<file path="src/hw/rtl/csfp_pkg.sv">
// Shared constants, codes and controller/datapath interface types of the frame parser.
`default_nettype none

package csfp_pkg;

   // Payload store geometry
   localparam int BUF_DEPTH = 64;
   localparam int ADDR_W    = $clog2(BUF_DEPTH);
   // Position width: holds any payload position and BUF_DEPTH itself
   localparam int POS_W     = ((ADDR_W > 6) ? ADDR_W : 6) + 1;

   localparam logic [7:0] HDR1            = 8'hAA;
   localparam logic [7:0] SECOND_HDR_RST  = 8'hAF;
   localparam logic [7:0] FUNC_LIMIT_RST  = 8'hF0;
   localparam logic [5:0] LEN_LIMIT_RST   = 6'd49;

   localparam logic [7:0] FUNC_CAL        = 8'h01;
   localparam logic [7:0] FUNC_PID_REQ    = 8'h02;
   localparam logic [7:0] FUNC_PID_FIRST  = 8'h10;
   localparam logic [7:0] FUNC_PID_LAST   = 8'h15;
   localparam logic [7:0] PID_GROUP_BASE  = 8'h0F;

   localparam logic [7:0] SUB_ACC_CAL     = 8'h01;
   localparam logic [7:0] SUB_GYRO_CAL    = 8'h02;
   localparam logic [7:0] SUB_MAG_CAL     = 8'h04;
   localparam logic [7:0] SUB_PID_REQ     = 8'h01;
   localparam logic [7:0] SUB_RESET_PARAM = 8'hA1;

   typedef enum logic [1:0] {
      CSR_SECOND_HEADER = 2'd0,
      CSR_FUNC_LIMIT    = 2'd1,
      CSR_LEN_LIMIT     = 2'd2
   } csr_index_type;

   typedef enum logic [2:0] {
      CMD_NONE         = 3'd0,
      CMD_ACC_CAL      = 3'd1,
      CMD_GYRO_CAL     = 3'd2,
      CMD_MAG_CAL      = 3'd3,
      CMD_PID_REQ      = 3'd4,
      CMD_RESET_PARAMS = 3'd5,
      CMD_ALL_PID      = 3'd6
   } command_type;

   // Controller -> datapath
   typedef struct packed {
      logic ld_hdr2;
      logic ld_func;
      logic ld_len;
      logic ld_data;
      logic ld_check;
      logic rd_hi;
      logic rd_lo;
      logic ld_word;
      logic next_word;
      logic ld_status;
   } ctrl_cmd_type;

   // Datapath -> controller
   typedef struct packed {
      logic hdr1_hit;
      logic hdr2_hit;
      logic func_ok;
      logic len_ok;
      logic len_zero;
      logic data_done;
      logic sum_ok;
      logic frame_empty;
      logic more_words;
   } dp_status_type;

endpackage

`default_nettype wire

</file>
<file path="src/hw/rtl/csfp_ram.sv">
// Generic single-port-write, single-port-read RAM with registered read data.
`default_nettype none

module csfp_ram #(
   parameter int WIDTH = 8,
   parameter int DEPTH = 64
) (
   input  wire logic                     clock,
   input  wire logic                     wr_en,
   input  wire logic [$clog2(DEPTH)-1:0] wr_addr,
   input  wire logic [WIDTH-1:0]         wr_data,
   input  wire logic                     rd_en,
   input  wire logic [$clog2(DEPTH)-1:0] rd_addr,
   output logic      [WIDTH-1:0]         rd_data
);

   logic [WIDTH-1:0] mem_ff [DEPTH];

   always_ff @(posedge clock) begin
      if (wr_en) begin
         mem_ff[wr_addr] <= wr_data;
      end
      if (rd_en) begin
         rd_data <= mem_ff[rd_addr];
      end
   end

endmodule

`default_nettype wire

</file>
<file path="src/hw/rtl/csfp_ctrl.sv">
// Frame parser controller: parse phases and frame-end readout sequencing.
`default_nettype none

module csfp_ctrl (
   input  wire logic                    clock,
   input  wire logic                    reset,
   input  wire logic                    req_valid,
   output logic                         req_ready,
   output logic                         rsp_valid,
   input  wire logic                    rsp_ready,
   input  wire csfp_pkg::dp_status_type status,
   output csfp_pkg::ctrl_cmd_type       cmd
);
   import csfp_pkg::*;

   typedef enum logic [11:0] {
      S_HUNT1      = 12'b0000_0000_0001,
      S_HUNT2      = 12'b0000_0000_0010,
      S_FUNC       = 12'b0000_0000_0100,
      S_LEN        = 12'b0000_0000_1000,
      S_DATA       = 12'b0000_0001_0000,
      S_SUM        = 12'b0000_0010_0000,
      S_RD_HI      = 12'b0000_0100_0000,
      S_RD_LO      = 12'b0000_1000_0000,
      S_RD_GET     = 12'b0001_0000_0000,
      S_WORD_OUT   = 12'b0010_0000_0000,
      S_STATUS_LD  = 12'b0100_0000_0000,
      S_STATUS_OUT = 12'b1000_0000_0000
   } state_type;

   state_type state_ff, state_in;
   logic      req_fire;

   assign req_ready = state_ff inside {S_HUNT1, S_HUNT2, S_FUNC, S_LEN, S_DATA, S_SUM};
   assign rsp_valid = state_ff inside {S_WORD_OUT, S_STATUS_OUT};
   assign req_fire  = req_valid && req_ready;

   always_comb begin
      state_in = state_ff;
      cmd      = '0;
      case (state_ff)
         S_HUNT1: begin
            if (req_fire) begin
               state_in = status.hdr1_hit ? S_HUNT2 : S_HUNT1;
            end
         end
         S_HUNT2: begin
            if (req_fire) begin
               if (status.hdr2_hit) begin
                  cmd.ld_hdr2 = 1'b1;
                  state_in    = S_FUNC;
               end else begin
                  state_in = S_HUNT1;
               end
            end
         end
         S_FUNC: begin
            if (req_fire) begin
               if (status.func_ok) begin
                  cmd.ld_func = 1'b1;
                  state_in    = S_LEN;
               end else begin
                  state_in = S_HUNT1;
               end
            end
         end
         S_LEN: begin
            if (req_fire) begin
               if (status.len_ok) begin
                  cmd.ld_len = 1'b1;
                  // empty frame: checksum byte comes next
                  state_in   = status.len_zero ? S_SUM : S_DATA;
               end else begin
                  state_in = S_HUNT1;
               end
            end
         end
         S_DATA: begin
            if (req_fire) begin
               cmd.ld_data = 1'b1;
               if (status.data_done) begin
                  state_in = S_SUM;
               end
            end
         end
         S_SUM: begin
            if (req_fire) begin
               cmd.ld_check = 1'b1;
               state_in     = (status.sum_ok && !status.frame_empty) ? S_RD_HI : S_STATUS_LD;
            end
         end
         S_RD_HI: begin
            cmd.rd_hi = 1'b1;
            state_in  = S_RD_LO;
         end
         S_RD_LO: begin
            cmd.rd_lo = 1'b1;
            state_in  = S_RD_GET;
         end
         S_RD_GET: begin
            cmd.ld_word = 1'b1;
            state_in    = S_WORD_OUT;
         end
         S_WORD_OUT: begin
            if (rsp_ready) begin
               if (status.more_words) begin
                  cmd.next_word = 1'b1;
                  state_in      = S_RD_HI;
               end else begin
                  state_in = S_STATUS_LD;
               end
            end
         end
         S_STATUS_LD: begin
            cmd.ld_status = 1'b1;
            state_in      = S_STATUS_OUT;
         end
         S_STATUS_OUT: begin
            if (rsp_ready) begin
               state_in = S_HUNT1;
            end
         end
         default: begin
            state_in = S_HUNT1;
         end
      endcase
   end

   always_ff @(posedge clock) begin
      if (reset) begin
         state_ff <= S_HUNT1;
      end else begin
         state_ff <= state_in;
      end
   end

endmodule

`default_nettype wire

</file>
<file path="src/hw/rtl/csfp_datapath.sv">
// Frame parser datapath: settings, frame fields, checksum, payload store and result register.
`default_nettype none

module csfp_datapath (
   input  wire logic                    clock,
   input  wire logic                    reset,
   input  wire logic                    csr_wr_en,
   input  wire logic [1:0]              csr_index,
   input  wire logic [7:0]              csr_wdata,
   input  wire logic [7:0]              req_rx_byte,
   input  wire csfp_pkg::ctrl_cmd_type  cmd,
   output csfp_pkg::dp_status_type      status,
   output logic                         rsp_is_status,
   output logic [4:0]                   rsp_word_index,
   output logic [15:0]                  rsp_word_value,
   output logic                         rsp_frame_ok,
   output logic [7:0]                   rsp_func_code,
   output logic [5:0]                   rsp_payload_len,
   output logic [2:0]                   rsp_command,
   output logic [2:0]                   rsp_pid_group,
   output logic                         rsp_ack_needed,
   output logic [7:0]                   rsp_ack_checksum,
   output logic                         rsp_last
);
   import csfp_pkg::*;

   logic [7:0]       second_header_ff, func_limit_ff;
   logic [5:0]       len_limit_ff;
   logic [5:0]       expected_len_ff, byte_count_ff;
   logic [7:0]       running_sum_ff, frame_func_ff, first_byte_ff;
   logic             sum_ok_ff;
   logic [4:0]       word_ff;
   logic [7:0]       hi_ff;
   logic             keep_ff;

   logic [POS_W-1:0] byte_pos, pos_hi, pos_lo, rd_pos;
   logic             wr_en, rd_en;
   logic [7:0]       rd_data, rd_byte;
   logic [5:0]       word_total;
   logic [2:0]       pid_grp;
   command_type      cmd_code;

   // Configuration registers
   always_ff @(posedge clock) begin
      if (reset) begin
         second_header_ff <= SECOND_HDR_RST;
         func_limit_ff    <= FUNC_LIMIT_RST;
         len_limit_ff     <= LEN_LIMIT_RST;
      end else if (csr_wr_en) begin
         case (csr_index)
            CSR_SECOND_HEADER: second_header_ff <= csr_wdata;
            CSR_FUNC_LIMIT:    func_limit_ff    <= csr_wdata;
            CSR_LEN_LIMIT:     len_limit_ff     <= csr_wdata[5:0];
            default: ;
         endcase
      end
   end

   assign byte_pos   = POS_W'(byte_count_ff);
   assign pos_hi     = POS_W'({word_ff, 1'b0});
   assign pos_lo     = POS_W'({word_ff, 1'b1});
   assign rd_pos     = cmd.rd_lo ? pos_lo : pos_hi;
   assign wr_en      = cmd.ld_data && (byte_pos < POS_W'(BUF_DEPTH));
   assign rd_en      = cmd.rd_hi || cmd.rd_lo;
   assign rd_byte    = keep_ff ? rd_data : 8'h00;
   assign word_total = 6'((7'(expected_len_ff) + 7'd1) >> 1);

   always_comb begin
      status.hdr1_hit    = req_rx_byte == HDR1;
      status.hdr2_hit    = req_rx_byte == second_header_ff;
      status.func_ok     = req_rx_byte <= func_limit_ff;
      status.len_ok      = req_rx_byte <= {2'b00, len_limit_ff};
      status.len_zero    = req_rx_byte[5:0] == 6'd0;
      status.data_done   = (7'(byte_count_ff) + 7'd1) >= 7'(expected_len_ff);
      status.sum_ok      = req_rx_byte == running_sum_ff;
      status.frame_empty = expected_len_ff == 6'd0;
      status.more_words  = (6'(word_ff) + 6'd1) < word_total;
   end

   // Frame fields and running checksum
   always_ff @(posedge clock) begin
      if (reset) begin
         expected_len_ff <= '0;
         byte_count_ff   <= '0;
         running_sum_ff  <= '0;
         frame_func_ff   <= '0;
         sum_ok_ff       <= 1'b0;
         word_ff         <= '0;
         keep_ff         <= 1'b0;
      end else begin
         if (cmd.ld_hdr2) begin
            running_sum_ff <= HDR1 + req_rx_byte;
         end
         if (cmd.ld_func) begin
            frame_func_ff  <= req_rx_byte;
            running_sum_ff <= running_sum_ff + req_rx_byte;
         end
         if (cmd.ld_len) begin
            expected_len_ff <= req_rx_byte[5:0];
            byte_count_ff   <= '0;
            running_sum_ff  <= running_sum_ff + req_rx_byte;
         end
         if (cmd.ld_data) begin
            running_sum_ff <= running_sum_ff + req_rx_byte;
            byte_count_ff  <= byte_count_ff + 6'd1;
         end
         if (cmd.ld_check) begin
            sum_ok_ff <= status.sum_ok;
            word_ff   <= '0;
         end
         if (cmd.next_word) begin
            word_ff <= word_ff + 5'd1;
         end
         // Mark whether the byte being read is real payload or reads as zero
         if (cmd.rd_hi) begin
            keep_ff <= pos_hi < POS_W'(BUF_DEPTH);
         end else if (cmd.rd_lo) begin
            keep_ff <= (pos_lo < POS_W'(BUF_DEPTH)) && (pos_lo < POS_W'(expected_len_ff));
         end
      end
   end

   always_ff @(posedge clock) begin
      if (cmd.ld_data && (byte_count_ff == 6'd0)) begin
         first_byte_ff <= req_rx_byte;
      end
      if (cmd.rd_lo) begin
         hi_ff <= rd_byte;
      end
   end

   csfp_ram #(
      .WIDTH (8),
      .DEPTH (BUF_DEPTH)
   ) u_store (
      .clock   (clock),
      .wr_en   (wr_en),
      .wr_addr (byte_pos[ADDR_W-1:0]),
      .wr_data (req_rx_byte),
      .rd_en   (rd_en),
      .rd_addr (rd_pos[ADDR_W-1:0]),
      .rd_data (rd_data)
   );

   // Command decode for the status transaction of a good frame
   always_comb begin
      cmd_code = CMD_NONE;
      if (frame_func_ff == FUNC_CAL && expected_len_ff != 6'd0) begin
         case (first_byte_ff)
            SUB_ACC_CAL:  cmd_code = CMD_ACC_CAL;
            SUB_GYRO_CAL: cmd_code = CMD_GYRO_CAL;
            SUB_MAG_CAL:  cmd_code = CMD_MAG_CAL;
            default:      cmd_code = CMD_NONE;
         endcase
      end else if (frame_func_ff == FUNC_PID_REQ && expected_len_ff != 6'd0) begin
         case (first_byte_ff)
            SUB_PID_REQ:     cmd_code = CMD_PID_REQ;
            SUB_RESET_PARAM: cmd_code = CMD_RESET_PARAMS;
            default:         cmd_code = CMD_NONE;
         endcase
      end else if (frame_func_ff == FUNC_PID_LAST) begin
         cmd_code = CMD_ALL_PID;
      end
   end

   always_comb begin
      if (frame_func_ff inside {[FUNC_PID_FIRST:FUNC_PID_LAST]}) begin
         pid_grp = 3'(frame_func_ff - PID_GROUP_BASE);
      end else begin
         pid_grp = 3'd0;
      end
   end

   // Result register
   always_ff @(posedge clock) begin
      if (cmd.ld_word) begin
         rsp_is_status    <= 1'b0;
         rsp_word_index   <= word_ff;
         rsp_word_value   <= {hi_ff, rd_byte};
         rsp_frame_ok     <= 1'b1;
         rsp_func_code    <= frame_func_ff;
         rsp_payload_len  <= expected_len_ff;
         rsp_command      <= CMD_NONE;
         rsp_pid_group    <= 3'd0;
         rsp_ack_needed   <= 1'b0;
         rsp_ack_checksum <= 8'h00;
         rsp_last         <= 1'b0;
      end else if (cmd.ld_status) begin
         rsp_is_status    <= 1'b1;
         rsp_word_index   <= 5'd0;
         rsp_word_value   <= 16'h0000;
         rsp_frame_ok     <= sum_ok_ff;
         rsp_func_code    <= frame_func_ff;
         rsp_payload_len  <= expected_len_ff;
         rsp_command      <= sum_ok_ff ? cmd_code : CMD_NONE;
         rsp_pid_group    <= sum_ok_ff ? pid_grp : 3'd0;
         rsp_ack_needed   <= sum_ok_ff && (pid_grp != 3'd0);
         rsp_ack_checksum <= running_sum_ff;
         rsp_last         <= 1'b1;
      end
   end

endmodule

`default_nettype wire

</file>
<file path="src/hw/rtl/checked_serial_frame_parser.sv">
// Top level of the checked serial frame parser.
//
//   channel | direction | handshake            | payload
//   req     | in        | req_valid/req_ready  | req_rx_byte
//   rsp     | out       | rsp_valid/rsp_ready  | rsp_is_status .. rsp_last
//   csr     | in        | csr_wr_en            | csr_index, csr_wdata
//
// The parser accepts one byte a cycle until the checksum byte. At frame end
// the store is read through its single read port, two reads per word (high
// byte, low byte) before each word is loaded and presented, then the status
// transaction; no byte is accepted until the status transaction is taken.
// Reset is synchronous and returns the parser to the header hunt.
// A stalled rsp_ready holds the result register and the readout.
`default_nettype none

module checked_serial_frame_parser (
   input  wire logic        clock,
   input  wire logic        reset,
   input  wire logic        req_valid,
   output logic             req_ready,
   input  wire logic [7:0]  req_rx_byte,
   output logic             rsp_valid,
   input  wire logic        rsp_ready,
   output logic             rsp_is_status,
   output logic [4:0]       rsp_word_index,
   output logic [15:0]      rsp_word_value,
   output logic             rsp_frame_ok,
   output logic [7:0]       rsp_func_code,
   output logic [5:0]       rsp_payload_len,
   output logic [2:0]       rsp_command,
   output logic [2:0]       rsp_pid_group,
   output logic             rsp_ack_needed,
   output logic [7:0]       rsp_ack_checksum,
   output logic             rsp_last,
   input  wire logic        csr_wr_en,
   input  wire logic [1:0]  csr_index,
   input  wire logic [7:0]  csr_wdata
);
   import csfp_pkg::*;

   ctrl_cmd_type  cmd;
   dp_status_type status;

   csfp_ctrl u_ctrl (
      .clock     (clock),
      .reset     (reset),
      .req_valid (req_valid),
      .req_ready (req_ready),
      .rsp_valid (rsp_valid),
      .rsp_ready (rsp_ready),
      .status    (status),
      .cmd       (cmd)
   );

   csfp_datapath u_datapath (
      .clock            (clock),
      .reset            (reset),
      .csr_wr_en        (csr_wr_en),
      .csr_index        (csr_index),
      .csr_wdata        (csr_wdata),
      .req_rx_byte      (req_rx_byte),
      .cmd              (cmd),
      .status           (status),
      .rsp_is_status    (rsp_is_status),
      .rsp_word_index   (rsp_word_index),
      .rsp_word_value   (rsp_word_value),
      .rsp_frame_ok     (rsp_frame_ok),
      .rsp_func_code    (rsp_func_code),
      .rsp_payload_len  (rsp_payload_len),
      .rsp_command      (rsp_command),
      .rsp_pid_group    (rsp_pid_group),
      .rsp_ack_needed   (rsp_ack_needed),
      .rsp_ack_checksum (rsp_ack_checksum),
      .rsp_last         (rsp_last)
   );

endmodule

`default_nettype wire

</file>
<file path="config.mk">
export PLATFORM = sky130hd
export DESIGN_NAME = checked_serial_frame_parser
export DESIGN_NICKNAME = d
export VERILOG_FILES = /design/src/hw/rtl/csfp_pkg.sv /design/src/hw/rtl/csfp_ram.sv /design/src/hw/rtl/csfp_ctrl.sv /design/src/hw/rtl/csfp_datapath.sv /design/src/hw/rtl/checked_serial_frame_parser.sv
export SDC_FILE = /design/constraint.sdc
export NUM_CORES = 1
export LEC_CHECK = 0
export ABC_AREA = 1
export BUFFER_PORTS_ARGS = -buffer_cell sky130_fd_sc_hd__buf_2
export CORE_ASPECT_RATIO = 0.8
export CORE_MARGIN = 2
export CORE_UTILIZATION = 30
export DETAILED_ROUTE_END_ITERATION = 16
export PLACE_DENSITY_LB_ADDON = 0.05
export SYNTH_ARGS = -nofsm -noshare
export SYNTH_HDL_FRONTEND = slang
export SYNTH_HIERARCHICAL = 1
export SYNTH_SLANG_ARGS = --single-unit
</file>
<file path="constraint.sdc">
create_clock -name clock -period 7.9 [get_ports clock]
set_clock_uncertainty 0.1 [all_clocks]
set_input_delay 0.79 -clock clock [delete_from_list [all_inputs] [get_ports clock]]
set_output_delay 0.79 -clock clock [all_outputs]
set_load 0.05 [all_outputs]
</file>
[Yosys cells after proc, flatten, opt, wreduce, memory -nomap -nowiden]
Memory sizes are Yosys's and may differ from the RTL's. A register that Yosys moved wholly into a read port is not among the register bits.
Index checks and enable logic that the tools add are counted.
Widths: inputs -> output; s select.
Storage, ports and cells
  register bits: 137
  memory bits (writable): 512
  logic and storage cells: 169
  memories: 1
Cells by class
  $add $sub $neg: 8
  order comparisons: 10
  equality and inequality tests: 33
  mux-type cells: 66
  reductions and logical operators: 28
Memory list
  u_datapath.u_store.mem_ff: words 64, bits a word 8, read ports 1, clocked after Yosys merged registers in 1, write ports 1, line csfp_ram.sv:17  | logic [WIDTH-1:0] mem_ff [DEPTH];
Operators by type and width (count)
  $pmux 12 s12: 1
  $mux 12: 10
  $mux 8: 7
  $mux 16: 2
  $mux 6: 5
  $mux 1: 24
  $mux 11: 2
  $lt 6x7->1 const B: 3
  $mux 3: 7
  $mux 5: 4
  $logic_not 6->1: 3
  $eq 8x1->1 const B: 2
  $eq 8x2->1 const B: 2
  $eq 8x8->1: 2
  $eq 8x8->1 const B: 2
  $add 6x1->7 const B: 2
  $eq 12x1->1 const B: 1
  $eq 12x10->1 const B: 1
  $eq 12x11->1 const B: 1
  $eq 12x12->1 const B: 1
  $eq 12x2->1 const B: 1
  $eq 12x3->1 const B: 1
  $eq 12x4->1 const B: 1
  $eq 12x5->1 const B: 1
  36 further kinds: 59

[Longest topological paths before layout]
Gate-level depths: netlist of the first run.
  depth in word-level cells: 9
  gate-level depth with buffers: 20
  mapped depth without buffers: 20

[Cells and area by module]
The synthesis of the first run kept the hierarchy.
Modules (own cells, without submodules)
  csfp_ram: times used 1, cells an instance 1805, area each 21419.3 sq um
  csfp_datapath: times used 1, cells an instance 719, area each 6165.9 sq um
  csfp_ctrl: times used 1, cells an instance 161, area each 1019.7 sq um

[Least setup slack after synthesis of the first run]
No wires, ideal clock.
  path kind: register to register
  from: register u_ctrl.state_ff[4]
  to: memory u_datapath.u_store.mem_ff[48][0] (enable)
  arrival time: 2.714 ns
  required time: 7.405 ns
  path slack: 4.691 ns
  stages on the path, launching flop included: 13
  buffers on the path: 1
  clock period less this slack: 3.209 ns
  cell sequence: dfxtp_1 > nor2_4 > nand2_4 > nor2_8 > nand2_2 > nand2_2 > inv_2 > nand2_4 > nand2_1 > nor2_1 > clkbuf_1 > nand4_1 > nor4_1
RTL lines
  from (decl): line csfp_ctrl.sv:31  | state_type state_ff, state_in;
  from (signal assigned): line csfp_ctrl.sv:133  | state_ff <= state_in;
  to (decl): line csfp_ram.sv:17

==> results of run 1 <==
## kinds of logic (layout without fill, tap and decap cells)
kind of cell,count (synthesis),count (layout),synth area share
adders and majority gates,47,47,0.0208
DFF,657,657,0.660
buffers and inverters,288,403,0.0520
and+or+nand+nor,1529,1529,0.233
AOI/OAI and AO/OA,143,143,0.0279
other,0,4,0
xor gates and xnor gates,21,21,0.00643
## worst paths after layout
path / cells past startpoint / to / start
max: 15 / u_datapath/u_store/rd_data[0] / u_ctrl/state_ff[0]
min: 3 / u_datapath/len_limit_ff[0] / csr_wdata[0]
max reg2reg: 15 / u_datapath/u_store/rd_data[0] / u_ctrl/state_ff[0]
min reg2reg: 2 / u_datapath/rsp_pid_group[0] / u_datapath/rsp_pid_group[0]
## cell usage in the layout (no fill, tap or decap), types with 3 or more instances in the layout
cell type / count
a21oi_1: 61
buf_2: 69
buf_4: 39
bufinv_16: 9
clkbuf_1: 20
clkbuf_16: 79
clkinv_1: 11
clkinv_2: 14
dfxtp_1: 84
diode_2: 4
edfxtp_1: 571
ha_1: 46
inv_1: 148
inv_2: 6
nand2_1: 819
nand2_2: 4
nand2_4: 6
nand3_1: 487
nand4_1: 23
nor2_1: 142
nor2_4: 6
nor2_8: 3
nor3_1: 12
nor3_2: 3
nor4_1: 7
nor4_2: 4
o211ai_1: 8
o21ai_0: 53
o21ai_2: 4
o31ai_1: 3
or2_2: 3
xnor2_1: 7
xor2_1: 14
## power by group through the flow
stage,Combinational [mW],Sequential (mW),Clock (mW)
global route,0.651,3.84,3.77
CTS,0.590,3.84,3.64
floorplan,0.353,3.95,0
finish,0.582,3.84,3.53
global placement,0.588,3.91,0
detailed placement,0.589,3.91,0
## stage by stage
stage	std cells	setup slack (ns)	cell area, sq um	power (mW)	hold slack, ns
global route	4036	3.35	32400	8.26	0.322
detailed placement	3901	3.62	30000	4.50	0.344
finish	4040	3.61	32400	7.95	0.327
floorplan	2685	4.69	28600	4.31	0.325
global placement	3901	3.70	30000	4.50	0.340
CTS	4036	3.61	32400	8.06	0.285
## critical path: stages, from the launching register on
cell     delay, ns
dfxtp_1       0.40
nor2_1        0.07
nand2_1       0.15
nor2_4        0.08
nand2_1       0.19
inv_8         0.15
inv_8         0.73
buf_4         0.85
nand2_1       0.11
nand3_1       0.11
nand3_1       0.11
nand2_1       0.22
nand2_1       0.09
nand3_1       0.11
nand3_1       0.20
nand2_1       0.15
## per-layer routing
layer  global-route usage  share of wire  up-vias
li1                     -              -     9378
met1                0.276           0.49     9756
met2                0.277           0.44      462
met3               0.0282          0.051      113
met4               0.0447          0.020        2
met5                    0        0.00014        -
## cell type report
type                    count  area [sq um]
clock buffers             100          2070
diodes                      4          10.0
multi-input cells        1740          8280
repair buffers            109           658
well taps                1236          1550
inverters                 159           621
clock inverters            35           393
flip-flops and latches    657         18900
fillers                  9578         62200
==> key figures, run 1 <==
Global route
  – Number of global-route vias before repair: 19600
  – Antenna violations before repair: 6
  – Global-route wire length before repair: 133000 um
  – Global-route congestion overflow total: 0
  – All-Layer GR Usage: 0.184
  – Largest net degree at the start of global routing: 132

Synth
  – Sequential area share after synthesis: 0.660
  – Library cell with the largest summed area after synthesis: edfxtp_1
  – Leading register cell type out of synthesis: edfxtp_1
  – Number of library cell types mapped by synthesis: 53
  – Top cell types by occurrence after synthesis: nand2_1 (819), edfxtp_1 (571), nand3_1 (487)
  – Yosys warnings: 6
  – Most common cell in the synthesized netlist: nand2_1
  – Flip-flop and latch count after synthesis: 657
  – Total nets after synthesis: 2755
  – Number of enable flip-flop cells after synthesis: 571
  – Syn_area_per_cell: 10.7 sq um
  – Portion of synthesized cell area occupied by the leading cell type: 0.599
  – Top area cells in the synthesized netlist: edfxtp_1 (60%), nand2_1 (11%), nand3_1 (8.5%), dfxtp_1 (6.0%), ha_1 (2.0%)
  – Area of the mapped netlist: 28600 sq um
  – Synthesized netlist cell count: 2685
  – Async set-or-reset flop fraction in the synthesized netlist: 0

Floorplanning
  – Standard-cell row count: 101
  – Die area: 97900 sq um
  – Chip Height: between 200 and 300 um
  – Boundary pin count: between 70 and 80
  – Horizontal die dimension: 349 um
  – Core Footprint: 94700 sq um
  – Initial Util: 0.302

Clock network
  – CTS H-Tree Depth: 3
  – Buffer depth of the longest clock path: 3
  – Inserted Clock Buffers: 73
  – Number of sinks on the clock net: 657
  – CTS clock-pin slew for the worst setup and hold paths: 0.06 ns
  – CTS tree: built
  – Clock latency of the later-clocked register in the worst-skew pair: 0.62 ns
  – Post-CTS Repair Setup Buffers: 0
  – Clock Tree Root: clkbuf_16
  – Quantity of gates resized following cts: 0
  – # hold bufs at CTS: 0

Detailed routing
  – Routed wirelength normalized by instance count: 22.2 um
  – DRC errors left: 0
  – Post-detailed-route via-to-cell ratio: a little under 5
  – Total via count after detailed routing: 19700
  – Post-route antenna net violation count: 0
  – 1st-iter DRT viols: 1612
  – Final Routed Wirelength: 89700 um
  – First-pass DRT Iterations: 5

Pwr
  – Switching power share of the total: 0.235
  – Switching power summed over all nets: about 1.9 mW
  – Sequential cell fraction of total power: 0.482
  – Internal: a little over 6 mW
  – Logic gate share of total power: 0.073
  – Highest ir drop seen on vdd: 0.000144 V
  – Leakage dissipation: roughly 12 nW
  – Power density over the cells: about 250 nW/um^2
  – Clock share of power: 0.444

STA
  – Max_slew headroom: 0.226
  – Final critical-path required period: 4.29 ns
  – Number of pins with negative max-slew slack in the final report: 0
  – Worst slew pin tran: 1.15 ns
  – Unrepaired setup endpoints after global routing: false
  – TNS Setup: 0 ns
  – Period utilisation layout: 0.543
  – Final setup violation count: 0
  – Final Hold Violating Endpoints: 0
  – Max Clk Rate: 233 MHz

Setup path
  – Endpoint required time on the critical path: 8.28 ns
  – CP endpoint kind: register
  – Data arrival time of the worst path: 4.67 ns
  – Worst Path Class, Setup: reg2reg
  – Critical path peak fanout: 112
  – Critical Path Source Type: register
  – Reg-to-reg slack, setup: 3.61 ns

Layout
  – Number of flip-flops in the largest register: 512
  – Largest reg by FF count: u_datapath/u_store/mem_ff
  – Fraction of final layout cells sized beyond drive strength 1: 0.0957
  – Area growth syn-to-layout: 13.4%
  – Final Net Count: 2810
  – Registers with the most flip-flops: u_datapath/u_store/mem_ff: 512 flops, u_datapath/rsp_word_value: 16 flops, u_ctrl/state_ff: 12 flops
  – Layout Utilization: 0.343

Placement
  – Gpl congestion: 0.799
  – Half-perimeter wire length of the detailed placement result: 55000 um
  – Port bufs: slightly below 80

Worst hold path
  – Path class of the lowest-slack min-delay path: in2reg

Status
  – Status: complete, no violations

Flow run
  – Number of max-cap violations: 0
Power figures use the tool's default switching activity.
==> inputs of run 2 (changes only) <==
Settings changed: ABC_AREA 1 to 0.
Clock period 7.9 ns to 4.2 ns, I/O delays scaled along.
==> key figures, run 2 <==
Floorplanning
  – Core Footprint: 91200 sq um (-3.7%)
  – Horizontal die dimension: 343 um (-1.8%)
  – Boundary pin count: 78 (unchanged)
  – Die area: 94400 sq um (-3.6%)
  – Chip Height: 275 um (-1.8%)
  – Standard-cell row count: 99 (-2.0%)
  – Initial Util: 0.302 (about the same)

Detailed routing
  – First-pass DRT Iterations: 5 (unchanged)
  – Top layer used by detailed routing: met4
  – 1st-iter DRT viols: 1213 (-25%)
  – Total via count after detailed routing: 15700 (-21%)
  – Wire length on met1: 40600 um (-8.3%)
  – DRC errors left: 0 (unchanged)
  – Final Routed Wirelength: 79800 um (-11%)
  – Met2 wire length: 33900 um (-13%)
  – Post-route antenna net violation count: 0 (unchanged)
  – Post-detailed-route via-to-cell ratio: 4.96 (+1.6%)
  – Routed wirelength normalized by instance count: 25.2 um (+14%)
  – Amount of wire on met3 after detailed routing: 3750 um (-18%)

Layout
  – Final antenna diode count: 0 (-4)
  – Fraction of final layout cells sized beyond drive strength 1: 0.241 (+0.145)
  – Final Net Count: 1962 (-30%)
  – Number of flip-flops in the largest register: 512 (unchanged)
  – Largest reg by FF count: u_datapath/u_store/mem_ff
  – Leading cell types in the layout, fill and taps excluded: edfxtp_1 (571), nor2_1 (159), mux4_2 (126)
  – Registers with the most flip-flops: u_datapath/u_store/mem_ff: 512 flops, u_datapath/rsp_word_value: 16 flops, u_ctrl/state_ff: 12 flops
  – Area growth syn-to-layout: 17.9%
  – Most frequent standard cell in the layout excluding fill and tap cells: edfxtp_1
  – Final Instance Count excl. Fillers: 3161 (-22%)

Synth
  – Synthesized netlist cell count: 1689 (-37%)
  – Sequential area share after synthesis: 0.684 (+0.0248)
  – Area of the mapped netlist: 27600 sq um (-3.6%)
  – Portion of synthesized cell area occupied by the leading cell type: 0.622 (+0.0225)
  – Number of library cell types mapped by synthesis: 81 (+53%)
  – Leading register cell type out of synthesis: edfxtp_1
  – Top area cells in the synthesized netlist: edfxtp_1 (62%), mux4_2 (10%), dfxtp_1 (6.2%), nor2_1 (2.2%), ha_1 (2.1%)
  – Top cell types by occurrence after synthesis: edfxtp_1 (571), nor2_1 (160), mux4_2 (126)
  – Library cell with the largest summed area after synthesis: edfxtp_1
  – Yosys warnings: 6 (unchanged)
  – Flip-flop and latch count after synthesis: 657 (unchanged)
  – Async set-or-reset flop fraction in the synthesized netlist: 0 (unchanged)
  – Most common cell in the synthesized netlist: edfxtp_1
  – Syn_area_per_cell: 16.3 sq um (+53%)
  – Number of enable flip-flop cells after synthesis: 571 (unchanged)
  – Total nets after synthesis: 1759 (-36%)

STA
  – Final setup violation count: 0 (unchanged)
  – Unrepaired setup endpoints after global routing: false
  – Max Clk Rate: 255 MHz (+9.4%)
  – Period utilisation layout: 0.934 (+0.391)
  – Max_slew headroom: 0.380 (+0.154)
  – Worst hold margin: 0.134 ns (-0.193 ns)
  – Worst slew pin tran: 0.926 ns (-0.226 ns)
  – Number of pins with negative max-slew slack in the final report: 0 (unchanged)
  – Final Hold Violating Endpoints: 0 (unchanged)
  – TNS Setup: 0 ns (unchanged)
  – Final critical-path required period: 3.92 ns (-0.369 ns)

Global route
  – Global-route wire length before repair: 116000 um (-13%)
  – Global-route congestion overflow total: 0 (unchanged)
  – Number of global-route vias before repair: 16000 (-19%)
  – Antenna violations before repair: 6 (unchanged)
  – Largest net degree at the start of global routing: 98 (-26%)
  – All-Layer GR Usage: 0.171 (-0.0126)

Pwr
  – Switching power share of the total: 0.207 (-0.0272)
  – Sequential cell fraction of total power: 0.514 (+0.032)
  – Power density over the cells: 425 nW/um^2 (+73%)
  – Clock share of power: 0.465 (+0.021)
  – Logic gate share of total power: 0.021 (-0.052)
  – Highest ir drop seen on vdd: 0.000268 V (+87%)
  – Leakage dissipation: 10.5 nW (-14%)
  – Internal: 10.9 mW (+80%)
  – Switching power summed over all nets: 2.86 mW (+53%)

Clock network
  – Buffer depth of the longest clock path: 3 (unchanged)
  – Clock latency of the later-clocked register in the worst-skew pair: 0.62 ns (about the same)
  – Inserted Clock Buffers: 74 (+1.4%)
  – Number of sinks on the clock net: 657 (unchanged)
  – Clock Tree Root: clkbuf_16
  – CTS tree: built
  – CTS H-Tree Depth: 3 (unchanged)
  – Post-CTS Repair Setup Buffers: 0 (unchanged)
  – CTS clock-pin slew for the worst setup and hold paths: 0.06 ns (about the same)

Status
  – Status: complete, no violations

Setup path
  – CP endpoint kind: register
  – Startpoint of the most critical setup path: u_ctrl/state_ff[9]
  – Critical path peak fanout: 23 (-79%)
  – Endpoint required time on the critical path: 4.47 ns (-3.81 ns)
  – Worst R2R Path Depth: 11 (-4)
  – R2R Path Start: u_ctrl/state_ff[9]
  – Worst Path Class, Setup: reg2reg
  – Reg-to-reg slack, setup: 0.28 ns (-3.33 ns)
  – Crit Reg-Reg Endpoint: u_datapath/u_store/rd_data[0]
  – Capturing element of the worst setup path: u_datapath/u_store/rd_data[0]
  – Critical Path Source Type: register
  – Data arrival time of the worst path: 4.20 ns (-0.47 ns)

Placement
  – Count of placed standard cells including taps: 3018 (-23%)
  – Half-perimeter wire length of the detailed placement result: 50800 um (-7.8%)
  – Port bufs: 77 (unchanged)
  – Gpl congestion: 0.775 (-3.1%)

Flow run
  – Number of max-cap violations: 0 (unchanged)

Worst hold path
  – Path class of the lowest-slack min-delay path: in2reg
-- run 2: cell count changes after synthesis, moves of 30 or more --
cell	before	now
nand2_1	819	60
mux4_2	0	126
mux2i_1	0	54
nand3_1	487	28
nor2b_1	0	30
inv_1	150	44
-- run 2: power groups by stage --
stage | combinational [mW] | sequential [mW] | clock, mW
3_5_place_dp | 0.290 | 7.23 | 0
5_1_grt | 0.322 | 7.09 | 6.88
4_1_cts | 0.297 | 7.09 | 6.63
3_3_place_gp | 0.288 | 7.23 | 0
2_1_floorplan | 0.110 | 7.23 | 0
6_report | 0.288 | 7.09 | 6.42
-- run 2: kinds of logic (layout without fill, tap and decap cells) --
family,count (synthesis),in the layout,share of synthesized area
buffers and inverters,133,393,0.0247
muxes,193,193,0.128
and+or+nand+nor,418,418,0.0764
DFF,657,657,0.684
adders and majority gates,47,47,0.0216
xor gates and xnor gates,40,40,0.0127
AOI/OAI and AO/OA,201,201,0.0524
-- run 2: worst min-delay path by stage --
| stage | from | to | slack, ns | cells past startpoint |
|---|---|---|---|---|
| floorplan | u_datapath/expected_len_ff[2] | u_datapath/rsp_payload_len[2] | 0.30 | 0 |
| global placement | u_datapath/rsp_command[2] | u_datapath/rsp_command[2] | 0.35 | 2 |
| detailed placement | u_datapath/rsp_command[2] | u_datapath/rsp_command[2] | 0.35 | 2 |
| CTS | req_rx_byte[1] | u_datapath/u_store/mem_ff[56][1] | 0.004 | 1 |
| global route | req_rx_byte[4] | u_datapath/u_store/mem_ff[63][4] | 0.1 | 1 |
| finish | req_rx_byte[4] | u_datapath/u_store/mem_ff[12][4] | 0.13 | 1 |
-- run 2: critical path, cell delays in order (launching register included) --
cell and delay (ns):
dfxtp_1 0.41, nor4_4 0.35, nor3b_1 0.30, nand2_1 0.17, nor3_2 0.21, buf_12 0.29
buf_12 0.21, mux4_2 0.52, mux4_2 0.47, nor2_1 0.30, nor3_1 0.16, o2bb2ai_1 0.15
-- run 2: metrics by stage --
stage               worst slack [ns]  cell area, sq um  total power, mW   util
global route                  0.0282             32500             14.3  0.357
detailed placement             0.159             30000             7.52  0.329
CTS                            0.147             32500             14.0  0.356
finish                         0.278             32500             13.8  0.357
global placement               0.164             30000             7.52  0.329
floorplan                     0.0464             27600             7.34      -
-- run 2: layout make-up --
type	count	area, sq um
clock buffer	93	1990
clock inverter	40	372
fill	8768	58700
inverter	44	165
multi-input combinational	899	8030
sequential	657	18900
tap	1212	1520
timing repair buffer	216	1560
-- run 2: timing repair --
| item | CTS | global route |
|---|---|---|
| hold buffers | 9 | 1 |
| endpoints found under the hold margin | 22 | 2 |
| endpoints found under the setup margin | 0 | 2 |
| gates resized for setup | 0 | 3 |
-- run 2: layer usage --
layer / track usage / up-vias
li1: - / 7018
met1: 0.264 / 8183
met2: 0.247 / 375
met3: 0.0317 / 91
met4: 0.0408 / 0
met5: 0 / -
==> inputs of run 3 (changes only) <==
Settings changed: CTS_BUF_LIST set to sky130_fd_sc_hd__clkbuf_8.
==> key figures, run 3 (synthesis results as in run 2) <==
Status
  – Status: complete, no violations

Clock network
  – Inserted Clock Buffers: 114 (+54%)
  – CTS clock-pin slew for the worst setup and hold paths: 0.06 ns (about the same)
  – Clock Tree Root: clkbuf_8
  – CTS tree: built
  – Buffer depth of the longest clock path: 3 (unchanged)
  – Number of sinks on the clock net: 657 (unchanged)
  – Clock latency of the later-clocked register in the worst-skew pair: 0.75 ns (+0.13 ns)
  – Post-CTS Repair Setup Buffers: 0 (unchanged)
  – CTS H-Tree Depth: 3 (unchanged)

Setup path
  – Series of cell instances along the critical path: nor4_4 > nor3b_1 > nand2_1 > nor3_2 > buf_12 > buf_12 > mux4_2 > mux4_2 > nor2_1 > nor3_1 > o2bb2ai_1
  – Critical Path Source Type: register
  – CP endpoint kind: register
  – Worst Path Class, Setup: reg2reg
  – Top Family by Delay on Critical Path: simple AND/OR/NAND/NOR gates
  – Endpoint required time on the critical path: 4.60 ns (+0.13 ns)
  – Critical path peak fanout: 23 (unchanged)
  – Data arrival time of the worst path: 4.36 ns (+0.16 ns)
  – Worst path slowest cell: mux4_2
  – Sum of buffers and inverters on the critical path: 2 (unchanged)
  – CP max stage delay: 0.51 ns (about the same)

Global route
  – Met3 layer usage reported by global route: 0.0332 (+0.00152)
  – Peak-usage layer in the global routing report: met1
  – Antenna violations before repair: 9 (+3)
  – All-Layer GR Usage: 0.172 (+0.000919)
  – Global-route congestion overflow total: 0 (unchanged)
  – Global routing usage on met2: 0.250 (+0.00345)
  – Number of global-route vias before repair: 16400 (+2.7%)
  – Met1 track demand over resource: 0.263 (-0.00144)
  – Global-route wire length before repair: 117000 um (+0.84%)
  – Largest net degree at the start of global routing: 98 (unchanged)

Detailed routing
  – DRC errors left: 0 (unchanged)
  – First-pass DRT Iterations: 5 (unchanged)
  – Post-route antenna net violation count: 0 (unchanged)
  – 1st-iter DRT viols: 1217 (+0.33%)
  – Routed wirelength normalized by instance count: 24.6 um (-2.3%)
  – Total via count after detailed routing: 15900 (+1.4%)
  – Post-detailed-route via-to-cell ratio: 4.87 (-1.7%)
  – Final Routed Wirelength: 80400 um (+0.73%)

STA
  – Unrepaired setup endpoints after global routing: false
  – Max_slew headroom: 0.369 (-0.0111)
  – Final critical-path required period: 3.97 ns (+0.0433 ns)
  – Worst slew pin tran: 0.943 ns (+0.0166 ns)
  – Final Hold Violating Endpoints: 0 (unchanged)
  – Period utilisation layout: 0.944 (+0.0103)
  – Number of pins with negative max-slew slack in the final report: 0 (unchanged)
  – Final setup violation count: 0 (unchanged)
  – Max Clk Rate: 252 MHz (-1.1%)
  – TNS Setup: 0 ns (unchanged)

Layout
  – Area growth syn-to-layout: 17.5%
  – Registers with the most flip-flops: u_datapath/u_store/mem_ff: 512 flops, u_datapath/rsp_word_value: 16 flops, u_ctrl/state_ff: 12 flops
  – Final Net Count: 2015 (+2.7%)
  – Number of flip-flops in the largest register: 512 (unchanged)
  – Fraction of final layout cells sized beyond drive strength 1: 0.255 (+0.0139)
  – Largest reg by FF count: u_datapath/u_store/mem_ff
  – Leading cell types in the layout, fill and taps excluded: edfxtp_1 (571), nor2_1 (159), buf_4 (126), mux4_2 (126), clkbuf_8 (120)
  – Most frequent standard cell in the layout excluding fill and tap cells: edfxtp_1

Floorplanning
  – Core Footprint: 91200 sq um (unchanged)
  – Die area: 94400 sq um (unchanged)
  – Boundary pin count: 78 (unchanged)
  – Standard-cell row count: 99 (unchanged)
  – Horizontal die dimension: 343 um (unchanged)
  – Initial Util: 0.302 (unchanged)
  – Chip Height: 275 um (unchanged)

Flow run
  – Number of max-cap violations: 0 (unchanged)

Placement
  – Port bufs: 77 (unchanged)
  – Half-perimeter wire length of the detailed placement result: 50800 um (unchanged)
  – Gpl congestion: 0.775 (unchanged)

Pwr
  – Power density over the cells: 396 nW/um^2 (-6.8%)
  – Overall Power: 12.8 mW (-7.1%)
  – Highest ir drop seen on vdd: 0.000238 V (-11%)
  – Leakage dissipation: 10.6 nW (+1.5%)

Worst hold path
  – Path class of the lowest-slack min-delay path: in2reg
==> run 3: cell count changes in the layout (fill, tap and decap cells not counted), sizes merged <==
cell and change:
dlygate4sd3 +13, bufinv -6, clkinvlp +4, clkbuf +27, inv +51, clkinv +5, diode +5
==> run 3: what timing repair did <==
| action | in CTS | in global routing |
|---|---|---|
| endpoints found under the setup margin | 0 | 1 |
| hold buffers | 23 | 0 |
| hold endpoints to repair | 39 | 0 |
| gates resized for setup | 0 | 2 |
==> run 3: layout make-up <==
type	instances	area [sq um]
Antenna cell	5	12.5
Timing Repair Buffer	229	1680
Sequential cell	657	18900
Clock buffer	120	1650
Inverter	44	165
Tap cell	1212	1520
Multi-Input combinational cell	899	8030
Fill cell	8789	58800
Clock inverter	94	459
==> run 3: path summary, 6_finish.rpt <==
| kind | cells after the start | slack (ns) | start | end |
|---|---|---|---|---|
| setup / recovery | 11 | 0.23 | u_ctrl/state_ff[9] | u_datapath/u_store/rd_data[0] |
| setup reg to reg | 11 | 0.23 | u_ctrl/state_ff[9] | u_datapath/u_store/rd_data[0] |
| hold / removal | 1 | 0.08 | req_rx_byte[6] | u_datapath/u_store/mem_ff[58][6] |
| hold reg to reg | 0 | 0.35 | u_datapath/frame_func_ff[6] | u_datapath/rsp_func_code[6] |
==> run 3: worst reg2reg max path, cell delays in order (launching register included) <==
cell and delay [ns]:
dfxtp_1 0.41, nor4_4 0.35, nor3b_1 0.31, nand2_1 0.17
nor3_2 0.21, buf_12 0.29, buf_12 0.24, mux4_2 0.52
mux4_2 0.49, nor2_1 0.32, nor3_1 0.17, o2bb2ai_1 0.16
==> run 3: metal layers <==
metal / part of all wire / vias to the layer above
met5: 0 / -
li1: - / 7160
met1: 0.51 / 8257
met3: 0.045 / 115
met2: 0.43 / 351
met4: 0.019 / 0
==> run 3: report_power, final <==
group	internal (mW)	switching [mW]
combinational	0.0876	0.210
clock	2.71	2.71
sequential	7.09	0.00801
==> run 3: stage by stage <==
| step | hold WS (ns) | instances | instance area, sq um | worst slack (ns) | util |
|---|---|---|---|---|---|
| floorplan | 0.303 | 1689 | 27600 | 0.0464 | - |
| global placement | 0.351 | 3018 | 30000 | 0.164 | 0.329 |
| detailed placement | 0.348 | 3018 | 30000 | 0.159 | 0.329 |
| CTS | 0.0208 | 3255 | 32400 | 0.150 | 0.355 |
| global route | 0.0264 | 3257 | 32400 | 0.00551 | 0.355 |
| finish | 0.0818 | 3260 | 32400 | 0.234 | 0.355 |
